--- config.mk ---
export PLATFORM = sky130hd
export DESIGN_NAME = legendre_poly_sequence
export DESIGN_NICKNAME = d
export VERILOG_FILES = /design/src/rtl/core/lps_pkg.sv /design/src/rtl/core/lps_cell.sv /design/src/rtl/core/lps_mul.sv /design/src/rtl/core/lps_div.sv /design/src/rtl/core/legendre_poly_sequence.sv
export SDC_FILE = /design/constraint.sdc
export NUM_CORES = 2
export LEC_CHECK = 0
export ABC_AREA = 1
export ABC_CLOCK_PERIOD_IN_PS = 21700
export BUFFER_PORTS_ARGS = -buffer_cell sky130_fd_sc_hd__buf_2
export CAP_MARGIN = 20
export CORE_MARGIN = 4
export CORE_UTILIZATION = 45
export DETAILED_ROUTE_END_ITERATION = 8
export SLEW_MARGIN = 25
export SYNTH_ARGS = -nofsm -noshare
export SYNTH_HDL_FRONTEND = slang
export SYNTH_SLANG_ARGS = --single-unit
--- constraint.sdc ---
create_clock -name clk -period 21.7 [get_ports clk]
set_clock_uncertainty 0.2 [all_clocks]
set_input_delay 1.085 -clock clk [delete_from_list [all_inputs] [get_ports clk]]
set_output_delay 1.085 -clock clk [all_outputs]
set_load 0.01 [all_outputs]
--- src/rtl/core/lps_pkg.sv ---
// Shared types, constants and arithmetic helpers of the Legendre run generator.
`default_nettype none
package lps_pkg;

  typedef struct packed {
    logic [1:0]         req_type;
    logic signed [31:0] position;
  } in_t;

  typedef struct packed {
    logic [4:0]         degree;
    logic signed [47:0] result_value;
    logic               saturated;
    logic               last;
  } out_t;

  typedef struct packed {
    logic init;
    logic shift;
  } cell_ctl_t;

  typedef enum logic [3:0] {
    ST_IDLE, ST_GSQ, ST_PICK, ST_EMIT, ST_TMUL, ST_DNUM, ST_DIV, ST_S1, ST_S2, ST_RMUL
  } st_t;

  localparam logic [1:0] KIND_VAL = 2'd0;
  localparam logic [1:0] KIND_SUB = 2'd1;
  localparam logic [1:0] KIND_DER = 2'd2;

  localparam int NCELL = 2;
  localparam logic signed [63:0] VMAX = 64'sh0000_7FFF_FFFF_FFFF;
  localparam logic signed [63:0] VMIN = -64'sh0000_8000_0000_0000;
  localparam logic [63:0] R_NUM = 64'h1_0000_0000;

  // Entry i holds round(2^32 / (i+1)).
  localparam logic [32:0] RECIP [0:31] = '{
    33'((R_NUM + 64'd0) / 64'd1),   33'((R_NUM + 64'd1) / 64'd2),
    33'((R_NUM + 64'd1) / 64'd3),   33'((R_NUM + 64'd2) / 64'd4),
    33'((R_NUM + 64'd2) / 64'd5),   33'((R_NUM + 64'd3) / 64'd6),
    33'((R_NUM + 64'd3) / 64'd7),   33'((R_NUM + 64'd4) / 64'd8),
    33'((R_NUM + 64'd4) / 64'd9),   33'((R_NUM + 64'd5) / 64'd10),
    33'((R_NUM + 64'd5) / 64'd11),  33'((R_NUM + 64'd6) / 64'd12),
    33'((R_NUM + 64'd6) / 64'd13),  33'((R_NUM + 64'd7) / 64'd14),
    33'((R_NUM + 64'd7) / 64'd15),  33'((R_NUM + 64'd8) / 64'd16),
    33'((R_NUM + 64'd8) / 64'd17),  33'((R_NUM + 64'd9) / 64'd18),
    33'((R_NUM + 64'd9) / 64'd19),  33'((R_NUM + 64'd10) / 64'd20),
    33'((R_NUM + 64'd10) / 64'd21), 33'((R_NUM + 64'd11) / 64'd22),
    33'((R_NUM + 64'd11) / 64'd23), 33'((R_NUM + 64'd12) / 64'd24),
    33'((R_NUM + 64'd12) / 64'd25), 33'((R_NUM + 64'd13) / 64'd26),
    33'((R_NUM + 64'd13) / 64'd27), 33'((R_NUM + 64'd14) / 64'd28),
    33'((R_NUM + 64'd14) / 64'd29), 33'((R_NUM + 64'd15) / 64'd30),
    33'((R_NUM + 64'd15) / 64'd31), 33'((R_NUM + 64'd16) / 64'd32)
  };

  function automatic logic [63:0] abs64(input logic signed [63:0] v);
    return v[63] ? 64'(-v) : 64'(v);
  endfunction

  // Clip a signed value to 48 bits; bit 48 of the result is the clip flag.
  function automatic logic [48:0] sat48(input logic signed [63:0] v);
    logic [48:0] r;
    if (v > VMAX) r = {1'b1, VMAX[47:0]};
    else if (v < VMIN) r = {1'b1, VMIN[47:0]};
    else r = {1'b0, v[47:0]};
    return r;
  endfunction

  // Apply a sign to a magnitude and clip; bit 48 is the clip flag.
  function automatic logic [48:0] sat_mag(input logic [104:0] q, input logic neg);
    logic [48:0] r;
    if (neg) begin
      if (q > 105'h8000_0000_0000) r = {1'b1, VMIN[47:0]};
      else r = {1'b0, 48'(-q[47:0])};
    end else begin
      if (q > 105'h7FFF_FFFF_FFFF) r = {1'b1, VMAX[47:0]};
      else r = {1'b0, q[47:0]};
    end
    return r;
  endfunction

  // Round a product magnitude to nearest, ties away from zero, drop sh bits, clip.
  function automatic logic [48:0] round_sat(input logic [103:0] mag, input logic neg,
                                            input logic [5:0] sh);
    logic [104:0] r;
    r = 105'(mag) + (105'd1 << (sh - 6'd1));
    return sat_mag(r >> sh, neg);
  endfunction

endpackage
`default_nettype wire

--- src/rtl/core/lps_cell.sv ---
// One cell of the value chain: holds a polynomial value and its clip flag.
`default_nettype none
module lps_cell (
  input  wire logic               clk,
  input  wire lps_pkg::cell_ctl_t ctl,
  input  wire logic signed [47:0] init_val,
  input  wire logic signed [47:0] d_in,
  input  wire logic               s_in,
  output logic signed [47:0]      q,
  output logic                    qs
);
  import lps_pkg::*;

  logic signed [47:0] val_r;
  logic               sat_r;

  always_ff @(posedge clk) begin
    if (ctl.init) begin
      val_r <= init_val;
      sat_r <= 1'b0;
    end else if (ctl.shift) begin
      val_r <= d_in;
      sat_r <= s_in;
    end
  end

  assign q  = val_r;
  assign qs = sat_r;
endmodule
`default_nettype wire

--- src/rtl/core/lps_mul.sv ---
// Multi-cycle magnitude multiplier, 64 by 40 bits, eight multiplier bits per cycle.
`default_nettype none
module lps_mul (
  input  wire logic         clk,
  input  wire logic         rst_n,
  input  wire logic         start,
  input  wire logic [63:0]  a,
  input  wire logic [39:0]  b,
  output logic              done,
  output logic [103:0]      prod
);
  import lps_pkg::*;

  localparam int NSTEP = 5;

  logic [63:0]  a_r;
  logic [103:0] p_r;
  logic [2:0]   cnt_r;
  logic         busy_r;
  logic         done_r;
  logic [71:0]  hi;

  assign hi = 72'(p_r[103:40]) + 72'(a_r) * 72'(p_r[7:0]);

  always_ff @(posedge clk) begin
    if (!rst_n) begin
      busy_r <= 1'b0;
      done_r <= 1'b0;
      cnt_r  <= '0;
    end else begin
      done_r <= 1'b0;
      if (start) begin
        busy_r <= 1'b1;
        cnt_r  <= '0;
      end else if (busy_r) begin
        cnt_r <= cnt_r + 3'd1;
        if (cnt_r == 3'(NSTEP - 1)) begin
          busy_r <= 1'b0;
          done_r <= 1'b1;
        end
      end
    end
  end

  always_ff @(posedge clk) begin
    if (start) begin
      a_r <= a;
      p_r <= {64'd0, b};
    end else if (busy_r) begin
      p_r <= {hi, p_r[39:8]};
    end
  end

  assign done = done_r;
  assign prod = p_r;
endmodule
`default_nettype wire

--- src/rtl/core/lps_div.sv ---
// Restoring divider: round(num * 2^FRAC_BITS / den), one quotient bit per cycle.
`default_nettype none
module lps_div #(
  parameter int FRAC_BITS = 30
) (
  input  wire logic        clk,
  input  wire logic        rst_n,
  input  wire logic        start,
  input  wire logic [63:0] num,
  input  wire logic [48:0] den,
  output logic             done,
  output logic             big,
  output logic [48:0]      q
);
  import lps_pkg::*;

  localparam int QBITS = 48;
  localparam int SH    = QBITS - FRAC_BITS;

  logic [48:0]  rem_r;
  logic [47:0]  lo_r;
  logic [47:0]  q_r;
  logic [48:0]  den_r;
  logic [5:0]   cnt_r;
  logic         busy_r;
  logic         done_r;
  logic         big_r;
  logic [127:0] nfull;
  logic [49:0]  rem2;
  logic         ge;

  assign nfull = 128'(num) << FRAC_BITS;
  assign rem2  = {rem_r, lo_r[47]};
  assign ge    = rem2 >= {1'b0, den_r};

  always_ff @(posedge clk) begin
    if (!rst_n) begin
      busy_r <= 1'b0;
      done_r <= 1'b0;
      cnt_r  <= '0;
    end else begin
      done_r <= 1'b0;
      if (start) begin
        cnt_r <= '0;
        if (128'(num) >= (128'(den) << SH)) begin
          done_r <= 1'b1;
        end else begin
          busy_r <= 1'b1;
        end
      end else if (busy_r) begin
        cnt_r <= cnt_r + 6'd1;
        if (cnt_r == 6'(QBITS - 1)) begin
          busy_r <= 1'b0;
          done_r <= 1'b1;
        end
      end
    end
  end

  always_ff @(posedge clk) begin
    if (start) begin
      big_r <= 128'(num) >= (128'(den) << SH);
      rem_r <= nfull[96:48];
      lo_r  <= nfull[47:0];
      den_r <= den;
      q_r   <= '0;
    end else if (busy_r) begin
      rem_r <= ge ? 49'(rem2 - {1'b0, den_r}) : rem2[48:0];
      lo_r  <= {lo_r[46:0], 1'b0};
      q_r   <= {q_r[46:0], ge};
    end
  end

  assign done = done_r;
  assign big  = big_r;
  assign q    = {1'b0, q_r} + 49'(({rem_r, 1'b0} >= {1'b0, den_r}) ? 1 : 0);
endmodule
`default_nettype wire

--- src/rtl/core/legendre_poly_sequence.sv ---
// Top level of the Legendre polynomial run generator.
`default_nettype none
// Each input transaction carries a point u (signed, FRAC_BITS fraction bits) and a
// request kind, and produces min(order, MAX_ORDER) + 1 result transactions, one per
// degree k = 0..N in rising order, with last set on degree N. Kind 0 gives P_k(u),
// kind 1 gives P_k(u) less u (odd k) or 1 (even k) from degree 2 up, kind 2 gives the
// derivative P'_k(u); kind 3 acts as kind 0. Values are 48-bit signed and carry a
// saturation flag that also marks values computed from clipped ones. The block works
// on one transaction at a time: the recurrence walks a two-cell chain that holds
// P_k and P_(k-1), and every product but that of the endpoint closed form goes
// through one shared 64x40 multiplier. A degree of kinds 0 and 1 takes four
// products. Kind 2 adds one product and a 48-step bit-serial divider per degree
// from degree 1 up; kind 2 at u = +1 or -1 uses a closed form. A stalled result
// channel holds the sequencer in its emit state. The order register lies at byte
// address 0 of the APB port and resets to 2.
module legendre_poly_sequence #(
  parameter int MAX_ORDER = 16,
  parameter int FRAC_BITS = 30
) (
  input  wire logic          clk,
  input  wire logic          rst_n,
  input  wire logic          in_valid,
  output logic               in_ready,
  input  wire lps_pkg::in_t  in_data,
  output logic               out_valid,
  input  wire logic          out_ready,
  output lps_pkg::out_t      out_data,
  input  wire logic          psel,
  input  wire logic          penable,
  input  wire logic          pwrite,
  input  wire logic [2:0]    paddr,
  input  wire logic [31:0]   pwdata,
  output logic [31:0]        prdata,
  output logic               pready
);
  import lps_pkg::*;

  localparam logic signed [63:0] ONE64 = 64'sd1 <<< FRAC_BITS;

  // Configuration register.
  logic [4:0] order_r;

  always_ff @(posedge clk) begin
    if (!rst_n) begin
      order_r <= 5'd2;
    end else if (psel && penable && pwrite && pready && !paddr[2]) begin
      order_r <= pwdata[4:0];
    end
  end

  assign pready = 1'b1;
  assign prdata = paddr[2] ? 32'd0 : {27'd0, order_r};

  // Sequencer state and working registers.
  st_t state_r, state_nxt;
  logic [1:0]         kind_r, kind_nxt;
  logic signed [31:0] u_r, u_nxt;
  logic [4:0]         n_r, n_nxt;
  logic [4:0]         k_r, k_nxt;
  logic               endp_r, endp_nxt;
  logic               issued_r, issued_nxt;
  logic signed [47:0] t_r, t_nxt;
  logic               tf_r, tf_nxt;
  logic signed [63:0] s_r, s_nxt;
  logic signed [48:0] g_r, g_nxt;
  logic               gf_r, gf_nxt;
  logic signed [63:0] num_r, num_nxt;
  logic signed [47:0] res_r, res_nxt;
  logic               resf_r, resf_nxt;
  logic               out_valid_r, out_valid_nxt;
  out_t               out_data_r, out_data_nxt;

  // Item-level decode of the incoming transaction.
  logic       in_fire;
  logic [1:0] in_kind;
  logic       in_endp;
  logic       out_free;
  logic       last_k;
  logic       is_der;

  assign in_ready = (state_r == ST_IDLE);
  assign in_fire  = in_valid && in_ready;
  assign in_kind  = (in_data.req_type == KIND_DER || in_data.req_type == KIND_SUB) ?
                    in_data.req_type : KIND_VAL;
  assign in_endp  = (in_kind == KIND_DER) &&
                    (64'(in_data.position) == ONE64 || 64'(in_data.position) == -ONE64);
  assign out_free = !out_valid_r || out_ready;
  assign last_k   = (k_r == n_r);
  assign is_der   = (kind_r == KIND_DER);

  // Value chain: cell 0 holds P_k, cell 1 holds P_(k-1).
  cell_ctl_t          cell_ctl;
  logic signed [47:0] cell_q [NCELL];
  logic               cell_s [NCELL];
  logic signed [47:0] new_p;
  logic               new_ps;

  for (genvar i = 0; i < NCELL; i++) begin : g_cell
    lps_cell u_cell (
      .clk      (clk),
      .ctl      (cell_ctl),
      .init_val ((i == 0) ? 48'(ONE64) : 48'sd0),
      .d_in     ((i == 0) ? new_p  : cell_q[(i == 0) ? 0 : i - 1]),
      .s_in     ((i == 0) ? new_ps : cell_s[(i == 0) ? 0 : i - 1]),
      .q        (cell_q[i]),
      .qs       (cell_s[i])
    );
  end

  // Shared multiplier.
  logic         mul_start;
  logic [63:0]  mul_a;
  logic [39:0]  mul_b;
  logic         mul_done;
  logic [103:0] mul_prod;
  logic         op_neg;
  logic [48:0]  rnd;
  logic signed [63:0] prod_int;
  logic signed [63:0] diff;

  lps_mul u_mul (
    .clk   (clk),
    .rst_n (rst_n),
    .start (mul_start),
    .a     (mul_a),
    .b     (mul_b),
    .done  (mul_done),
    .prod  (mul_prod)
  );

  // Divider for the derivative quotient.
  logic        div_start;
  logic        div_done;
  logic        div_big;
  logic [48:0] div_q;
  logic [48:0] div_res;

  lps_div #(.FRAC_BITS(FRAC_BITS)) u_div (
    .clk   (clk),
    .rst_n (rst_n),
    .start (div_start),
    .num   (abs64(num_r)),
    .den   (49'(abs64(64'(g_r)))),
    .done  (div_done),
    .big   (div_big),
    .q     (div_q)
  );

  assign div_res = div_big ? sat_mag(105'h1_0000_0000_0000, num_r[63] ^ g_r[48])
                           : sat_mag(105'(div_q), num_r[63] ^ g_r[48]);

  // Multiplier operand selection by state.
  assign diff = 64'(cell_q[1]) - 64'(t_r);

  always_comb begin
    mul_a  = abs64(64'(cell_q[0]));
    mul_b  = 40'(abs64(64'(u_r)));
    op_neg = 1'b0;
    case (state_r)
      ST_GSQ: begin
        mul_a  = abs64(64'(u_r));
        op_neg = 1'b0;
      end
      ST_TMUL: begin
        op_neg = u_r[31] ^ cell_q[0][47];
      end
      ST_DNUM: begin
        mul_a  = abs64(diff);
        mul_b  = 40'(k_r);
        op_neg = diff[63];
      end
      ST_S1: begin
        mul_a  = abs64(64'(t_r));
        mul_b  = 40'({k_r, 1'b1});
        op_neg = t_r[47];
      end
      ST_S2: begin
        mul_a  = abs64(64'(cell_q[1]));
        mul_b  = 40'(k_r);
        op_neg = cell_q[1][47];
      end
      ST_RMUL: begin
        mul_a  = abs64(s_r);
        mul_b  = 40'(RECIP[k_r]);
        op_neg = s_r[63];
      end
      default: ;
    endcase
  end

  assign rnd      = round_sat(mul_prod, op_neg,
                              (state_r == ST_RMUL) ? 6'd32 : 6'(FRAC_BITS));
  assign prod_int = op_neg ? -$signed(mul_prod[63:0]) : $signed(mul_prod[63:0]);

  // Next state.
  always_comb begin
    state_nxt = state_r;
    unique case (state_r)
      ST_IDLE: begin
        if (in_fire) state_nxt = (in_kind == KIND_DER && !in_endp) ? ST_GSQ : ST_PICK;
      end
      ST_GSQ:  if (mul_done) state_nxt = ST_PICK;
      ST_PICK: begin
        state_nxt = (endp_r || !is_der || k_r == 5'd0) ? ST_EMIT : ST_TMUL;
      end
      ST_EMIT: begin
        if (out_free) begin
          if (last_k) state_nxt = ST_IDLE;
          else if (endp_r) state_nxt = ST_PICK;
          else if (is_der && k_r != 5'd0) state_nxt = ST_S1;
          else state_nxt = ST_TMUL;
        end
      end
      ST_TMUL: if (mul_done) state_nxt = (is_der && k_r != 5'd0) ? ST_DNUM : ST_S1;
      ST_DNUM: if (mul_done) state_nxt = ST_DIV;
      ST_DIV:  if (g_r == 49'sd0 || div_done) state_nxt = ST_EMIT;
      ST_S1:   if (mul_done) state_nxt = ST_S2;
      ST_S2:   if (mul_done) state_nxt = ST_RMUL;
      ST_RMUL: if (mul_done) state_nxt = ST_PICK;
      default: state_nxt = ST_IDLE;
    endcase
  end

  // Datapath and handshake outputs.
  logic [48:0]        ep_a, ep_b, sub_v;
  logic signed [63:0] sub_op;
  logic               chain_f;

  assign ep_a    = sat48(64'(((10'(k_r) * (10'(k_r) + 10'd1)) >> 1)) << FRAC_BITS);
  assign ep_b    = sat48(-$signed(64'($signed(ep_a[47:0]))));
  assign sub_op  = k_r[0] ? 64'(u_r) : ONE64;
  assign sub_v   = sat48(64'(cell_q[0]) - sub_op);
  assign chain_f = cell_s[0] || cell_s[1];

  always_comb begin
    kind_nxt      = kind_r;
    u_nxt         = u_r;
    n_nxt         = n_r;
    k_nxt         = k_r;
    endp_nxt      = endp_r;
    t_nxt         = t_r;
    tf_nxt        = tf_r;
    s_nxt         = s_r;
    g_nxt         = g_r;
    gf_nxt        = gf_r;
    num_nxt       = num_r;
    res_nxt       = res_r;
    resf_nxt      = resf_r;
    out_data_nxt  = out_data_r;
    out_valid_nxt = out_valid_r && !out_ready;
    cell_ctl      = '0;
    new_p         = $signed(rnd[47:0]);
    new_ps        = rnd[48] || tf_r || chain_f;
    mul_start     = !issued_r && (state_r == ST_GSQ || state_r == ST_TMUL ||
                                  state_r == ST_DNUM || state_r == ST_S1 ||
                                  state_r == ST_S2 || state_r == ST_RMUL);
    div_start     = !issued_r && state_r == ST_DIV && g_r != 49'sd0;
    issued_nxt    = issued_r;
    if (mul_start || div_start) issued_nxt = 1'b1;
    if (mul_done || div_done) issued_nxt = 1'b0;

    unique case (state_r)
      ST_IDLE: begin
        if (in_fire) begin
          kind_nxt      = in_kind;
          u_nxt         = in_data.position;
          n_nxt         = (int'(order_r) > MAX_ORDER) ? 5'(MAX_ORDER) : order_r;
          endp_nxt      = in_endp;
          k_nxt         = 5'd0;
          g_nxt         = '0;
          gf_nxt        = 1'b0;
          cell_ctl.init = 1'b1;
        end
      end
      ST_GSQ: begin
        if (mul_done) begin
          g_nxt  = 49'(ONE64 - 64'($signed(rnd[47:0])));
          gf_nxt = rnd[48];
        end
      end
      ST_PICK: begin
        if (endp_r) begin
          if (u_r[31] && !k_r[0]) begin
            res_nxt  = $signed(ep_b[47:0]);
            resf_nxt = ep_a[48] || ep_b[48];
          end else begin
            res_nxt  = $signed(ep_a[47:0]);
            resf_nxt = ep_a[48];
          end
        end else if (!is_der) begin
          if (kind_r == KIND_SUB && k_r >= 5'd2) begin
            res_nxt  = $signed(sub_v[47:0]);
            resf_nxt = sub_v[48] || cell_s[0];
          end else begin
            res_nxt  = cell_q[0];
            resf_nxt = cell_s[0];
          end
        end else begin
          res_nxt  = '0;
          resf_nxt = 1'b0;
        end
      end
      ST_EMIT: begin
        if (out_free) begin
          out_valid_nxt             = 1'b1;
          out_data_nxt.degree       = k_r;
          out_data_nxt.result_value = res_r;
          out_data_nxt.saturated    = resf_r;
          out_data_nxt.last         = last_k;
          if (!last_k && endp_r) k_nxt = k_r + 5'd1;
        end
      end
      ST_TMUL: begin
        if (mul_done) begin
          t_nxt  = $signed(rnd[47:0]);
          tf_nxt = rnd[48];
        end
      end
      ST_DNUM: if (mul_done) num_nxt = prod_int;
      ST_DIV: begin
        if (g_r == 49'sd0) begin
          res_nxt  = '0;
          resf_nxt = tf_r || gf_r || chain_f;
        end else if (div_done) begin
          res_nxt  = $signed(div_res[47:0]);
          resf_nxt = div_res[48] || tf_r || gf_r || chain_f;
        end
      end
      ST_S1:   if (mul_done) s_nxt = prod_int;
      ST_S2:   if (mul_done) s_nxt = s_r - prod_int;
      ST_RMUL: begin
        if (mul_done) begin
          cell_ctl.shift = 1'b1;
          k_nxt          = k_r + 5'd1;
        end
      end
      default: ;
    endcase
  end

  always_ff @(posedge clk) begin
    if (!rst_n) begin
      state_r     <= ST_IDLE;
      issued_r    <= 1'b0;
      out_valid_r <= 1'b0;
    end else begin
      state_r     <= state_nxt;
      issued_r    <= issued_nxt;
      out_valid_r <= out_valid_nxt;
    end
  end

  always_ff @(posedge clk) begin
    kind_r     <= kind_nxt;
    u_r        <= u_nxt;
    n_r        <= n_nxt;
    k_r        <= k_nxt;
    endp_r     <= endp_nxt;
    t_r        <= t_nxt;
    tf_r       <= tf_nxt;
    s_r        <= s_nxt;
    g_r        <= g_nxt;
    gf_r       <= gf_nxt;
    num_r      <= num_nxt;
    res_r      <= res_nxt;
    resf_r     <= resf_nxt;
    out_data_r <= out_data_nxt;
  end

  assign out_valid = out_valid_r;
  assign out_data  = out_data_r;
endmodule
`default_nettype wire
==> flow_summary.html <==
<table>
<tr><th>Metric</th><th>Value</th></tr>
<tr><th colspan="2">Die</th></tr>
<tr><td>Count of pins on the block boundary</td><td>166</td></tr>
<tr><td>Initial cell density of the core</td><td>45.4%</td></tr>
<tr><td>Number of rows created at floorplan</td><td>163</td></tr>
<tr><td>Die Height</td><td>455 um</td></tr>
<tr><td>Die area</td><td>207000 um2</td></tr>
<tr><td>Floorplan Core Area</td><td>198000 um2</td></tr>
<tr><td>Horizontal die dimension</td><td>455 um</td></tr>
<tr><th colspan="2">Critical path</th></tr>
<tr><td>CP Max Fanout</td><td>65</td></tr>
<tr><td>Worst Setup Path Type</td><td>reg -&gt; reg</td></tr>
<tr><td>Crit path max-delay family</td><td>compound AO/OA/AOI/OAI gates</td></tr>
<tr><td>CP peak stage delay</td><td>0.70 ns</td></tr>
<tr><td>Required @ worst endpoint</td><td>21.99 ns</td></tr>
<tr><td>Endpoint class of the critical path</td><td>flip-flop</td></tr>
<tr><td>Buffer and inverter count on the worst path</td><td>3</td></tr>
<tr><td>Worst-case register-to-register setup slack</td><td>11.95 ns</td></tr>
<tr><td>Data arrival time at the worst-slack endpoint</td><td>10.04 ns</td></tr>
<tr><td>CP dominant cell by count</td><td>o21ai_0</td></tr>
<tr><td>Worst reg2reg path depth</td><td>30</td></tr>
<tr><td>Slowest cell on the critical path</td><td>buf_4</td></tr>
<tr><td>R2R Path Start</td><td>t_r[7]$_DFFE_PP_</td></tr>
<tr><td>FF-to-FF End</td><td>s_r[54]$_DFFE_PP_</td></tr>
<tr><td>Critical Path Start Type</td><td>flip-flop</td></tr>
<tr><th colspan="2">Global route</th></tr>
<tr><td>All-layer global routing usage</td><td>38.9%</td></tr>
<tr><td>Number of global-route vias before repair</td><td>86407</td></tr>
<tr><td>Initial antenna violation count</td><td>40</td></tr>
<tr><td>Wire length of the first global-routing pass</td><td>590 mm</td></tr>
<tr><td>Grt ovf</td><td>0</td></tr>
<tr><td>Largest net degree at the start of global routing</td><td>104</td></tr>
<tr><th colspan="2">Clock network</th></tr>
<tr><td>Post-CTS Setup Repair Bufs</td><td>0</td></tr>
<tr><td>Clock tree root buffer cell</td><td>clkbuf_16</td></tr>
<tr><td>Clock insertion delay at the later pin of the skew report</td><td>0.82 ns</td></tr>
<tr><td>Clock slew at reported path FFs</td><td>0.07 ns</td></tr>
<tr><td>Maximum buffer depth of the clock tree</td><td>3</td></tr>
<tr><td>Post-cts resize count</td><td>0</td></tr>
<tr><td>TritonCTS clock tree</td><td>yes</td></tr>
<tr><td>CTS HTree Levels</td><td>3</td></tr>
<tr><td>Number of clock buffers inserted by TritonCTS</td><td>103</td></tr>
<tr><td>Sinks on the clock net</td><td>831</td></tr>
<tr><td>Count of hold-fix buffers inserted at cts</td><td>0</td></tr>
<tr><th colspan="2">Route</th></tr>
<tr><td>Remaining number of nets flagged by the antenna check after routing</td><td>0</td></tr>
<tr><td>WL final</td><td>412 mm</td></tr>
<tr><td>Vias per std cell</td><td>5.85</td></tr>
<tr><td>Vias</td><td>92400</td></tr>
<tr><td>DRC Markers</td><td>0</td></tr>
<tr><td>Violation count after the first detailed-routing iteration</td><td>11897</td></tr>
<tr><td>Final routed wire length divided by cell count</td><td>26.1 um</td></tr>
<tr><td>First-pass iteration count of the detailed router</td><td>8</td></tr>
<tr><th colspan="2">STA</th></tr>
<tr><td>Hold violation count in the final report</td><td>0</td></tr>
<tr><td>Transition at the pin with the smallest max-transition slack</td><td>1.31 ns</td></tr>
<tr><td>Unrepaired setup endpoints after global routing</td><td>false</td></tr>
<tr><td>Period minus WS final</td><td>9.75 ns</td></tr>
<tr><td>Final Cycle Share</td><td>44.9%</td></tr>
<tr><td>Slew headroom</td><td>12.4%</td></tr>
<tr><td>Setup Viol. Count Final</td><td>0</td></tr>
<tr><td>Final-report max-slew violation count</td><td>0</td></tr>
<tr><td>Max frequency</td><td>103 MHz</td></tr>
<tr><td>Total Negative Setup Slacks</td><td>0 ns</td></tr>
<tr><th colspan="2">Final layout</th></tr>
<tr><td>Most common cell after layout, fill and taps aside</td><td>nand2_1</td></tr>
<tr><td>Synthesis-to-layout area growth</td><td>7.47%</td></tr>
<tr><td>Fraction of final layout cells sized beyond drive strength 1</td><td>4.72%</td></tr>
<tr><td>Fin util</td><td>48.7%</td></tr>
<tr><td>Commonest non-fill, non-tap cells in the layout</td><td>nand2_1, inv_1, nor2_1, a21oi_1, o21ai_0</td></tr>
<tr><td>Total Nets Final</td><td>13968</td></tr>
<tr><td>Number of inserted filler cells in the final layout</td><td>20328</td></tr>
<tr><th colspan="2">Min path</th></tr>
<tr><td>Worst hold path type</td><td>reg -&gt; reg</td></tr>
<tr><td>Worst Hold Depth</td><td>0</td></tr>
<tr><td>End point of the most critical hold path</td><td>out_data[9]$_DFFE_PP_</td></tr>
<tr><td>Min-delay src</td><td>res_r[7]$_DFFE_PP_</td></tr>
<tr><th colspan="2">Yosys</th></tr>
<tr><td>Portion of the post-synthesis area used by sequential elements</td><td>25.2%</td></tr>
<tr><td>Area of the mapped netlist</td><td>89700 um2</td></tr>
<tr><td>Unique cell type count in the Yosys netlist</td><td>75</td></tr>
<tr><td>EDFF count, synth</td><td>594</td></tr>
<tr><td>Count of state elements after synthesis</td><td>831</td></tr>
<tr><td>Predominant post-synthesis flop cell</td><td>edfxtp_1</td></tr>
<tr><td>Synthesis Warnings</td><td>0</td></tr>
<tr><td>Per-instance average area after synthesis</td><td>6.82 um2</td></tr>
<tr><td>Cell count after synthesis</td><td>13150</td></tr>
<tr><td>Share of flip-flops with an asynchronous set or reset after synthesis</td><td>0%</td></tr>
<tr><th colspan="2">Outcome</th></tr>
<tr><td>Status</td><td>completed</td></tr>
<tr><th colspan="2">Place</th></tr>
<tr><td>Routability congestion estimate</td><td>1.08</td></tr>
<tr><td>Number of port buffers</td><td>108</td></tr>
<tr><td>Final HPWL DP</td><td>338 mm</td></tr>
<tr><th colspan="2">Job</th></tr>
<tr><td>Max-Cap Viols</td><td>0</td></tr>
</table>
## synth_stat cells, types with 15 or more instances
| library cell | count | area (um2) |
|---|---|---|
| xor2_1 | 414 | 3630 |
| a32oi_1 | 19 | 166 |
| o21ai_1 | 17 | 85.1 |
| nand2_1 | 2940 | 11000 |
| clkbuf_1 | 284 | 1070 |
| inv_2 | 23 | 86.3 |
| xnor2_1 | 134 | 1170 |
| o21ai_0 | 876 | 4380 |
| o211ai_1 | 45 | 338 |
| or2_2 | 50 | 313 |
| clkbuf_2 | 66 | 330 |
| nand2_2 | 30 | 188 |
| a211oi_1 | 28 | 210 |
| inv_1 | 2188 | 8210 |
| o31ai_1 | 37 | 278 |
| o22ai_1 | 70 | 438 |
| nand3_1 | 579 | 2900 |
| a21oi_1 | 943 | 4720 |
| o21a_1 | 41 | 308 |
| edfxtp_1 | 594 | 17800 |
| nor2_1 | 1469 | 5510 |
| nor4_1 | 121 | 757 |
| buf_1 | 56 | 210 |
| o21bai_1 | 25 | 188 |
| a31oi_1 | 135 | 845 |
| nor3_1 | 289 | 1450 |
| nand3b_1 | 31 | 233 |
| o2111ai_1 | 15 | 131 |
| nand4_1 | 211 | 1320 |
| buf_2 | 36 | 180 |
| buf_4 | 37 | 278 |
| dfxtp_1 | 237 | 4740 |
| o221ai_1 | 22 | 193 |
| fa_1 | 452 | 9050 |
| nor2_2 | 25 | 156 |
| a21boi_0 | 40 | 300 |
| ha_1 | 402 | 5030 |
## stage by stage
stage          area (um2)  hold slack [ns]  std cells  worst slack, ns
2_1_floorplan       89800            0.200      13176            14.77
3_3_place_gp        92600            0.204      15569            12.27
3_5_place_dp        92700            0.205      15571            12.22
4_1_cts             96300            0.190      15765            12.25
5_1_grt             96400            0.200      15773            11.41
6_report            96400            0.201      15787            11.95
## final cells by class
type / instances / area (um2) / area share [%]
timing repair buffer: 244 / 1570 / 1.62
clock buffer: 123 / 2690 / 2.79
tap: 2640 / 3300 / 3.43
inverter: 2224 / 8360 / 8.67
multi-input combinational: 9634 / 56900 / 59.0
antenna: 20 / 50.0 / 0.0519
clock inverter: 71 / 956 / 0.991
sequential: 831 / 22600 / 23.4
## sequential cells by signal, summed over array words and instances (netlist names), 3 cells and up
name / cells
u_div.rem_r: 49
num_r: 64
g_r: 49
state_r: 4
out_data: 55
s_r: 64
t_r: 48
n_r: 5
u_div.den_r: 49
u_mul.prod: 104
u_r: 32
g_cell.u_cell.q: 96
u_mul.cnt_r: 3
res_r: 48
u_div.q_r: 48
order_r: 5
u_mul.a_r: 64
k_r: 5
u_div.cnt_r: 6
u_div.lo_r: 18
## kinds of logic after synthesis
group / synth area share, %
flip-flops: 25.2
AND/OR/NAND/NOR: 27.3
buffers and inverters: 11.7
AO/OA/AOI/OAI: 14.8
XOR/XNOR: 5.35
multiplexers: 0.0125
other: 0.00837
adder cells (fa/ha/maj): 15.7
## layer usage
layer / track usage, % / part of all wire (%) / wire (um) / vias to the layer above
li1: - / - / - / 42489
met1: 53.1 / 42 / 172000 / 44224
met2: 57.1 / 41 / 170000 / 4784
met3: 8.98 / 10 / 43100 / 879
met4: 20.8 / 6.4 / 26400 / 24
met5: 0 / 0.035 / 143 / -
## how the worst max path moves through the flow
stage / from / slack, ns / endpoint / depth (start not counted)
floorplan: t_r[47]$_DFFE_PP_ / 14.77 / s_r[52]$_DFFE_PP_ / 39
global placement: g_cell[1].u_cell.q[0]$_SDFFE_PP0P_ / 12.27 / s_r[54]$_DFFE_PP_ / 35
detailed placement: g_cell[1].u_cell.q[0]$_SDFFE_PP0P_ / 12.22 / s_r[54]$_DFFE_PP_ / 35
global route: g_cell[1].u_cell.q[0]$_SDFFE_PP0P_ / 11.41 / s_r[54]$_DFFE_PP_ / 35
CTS: g_cell[1].u_cell.q[0]$_SDFFE_PP0P_ / 12.25 / s_r[54]$_DFFE_PP_ / 35
finish: t_r[7]$_DFFE_PP_ / 11.95 / s_r[54]$_DFFE_PP_ / 30
Power is not shown: default switching activity piles up to over one toggle a cycle in this logic, so the estimate is an artifact.
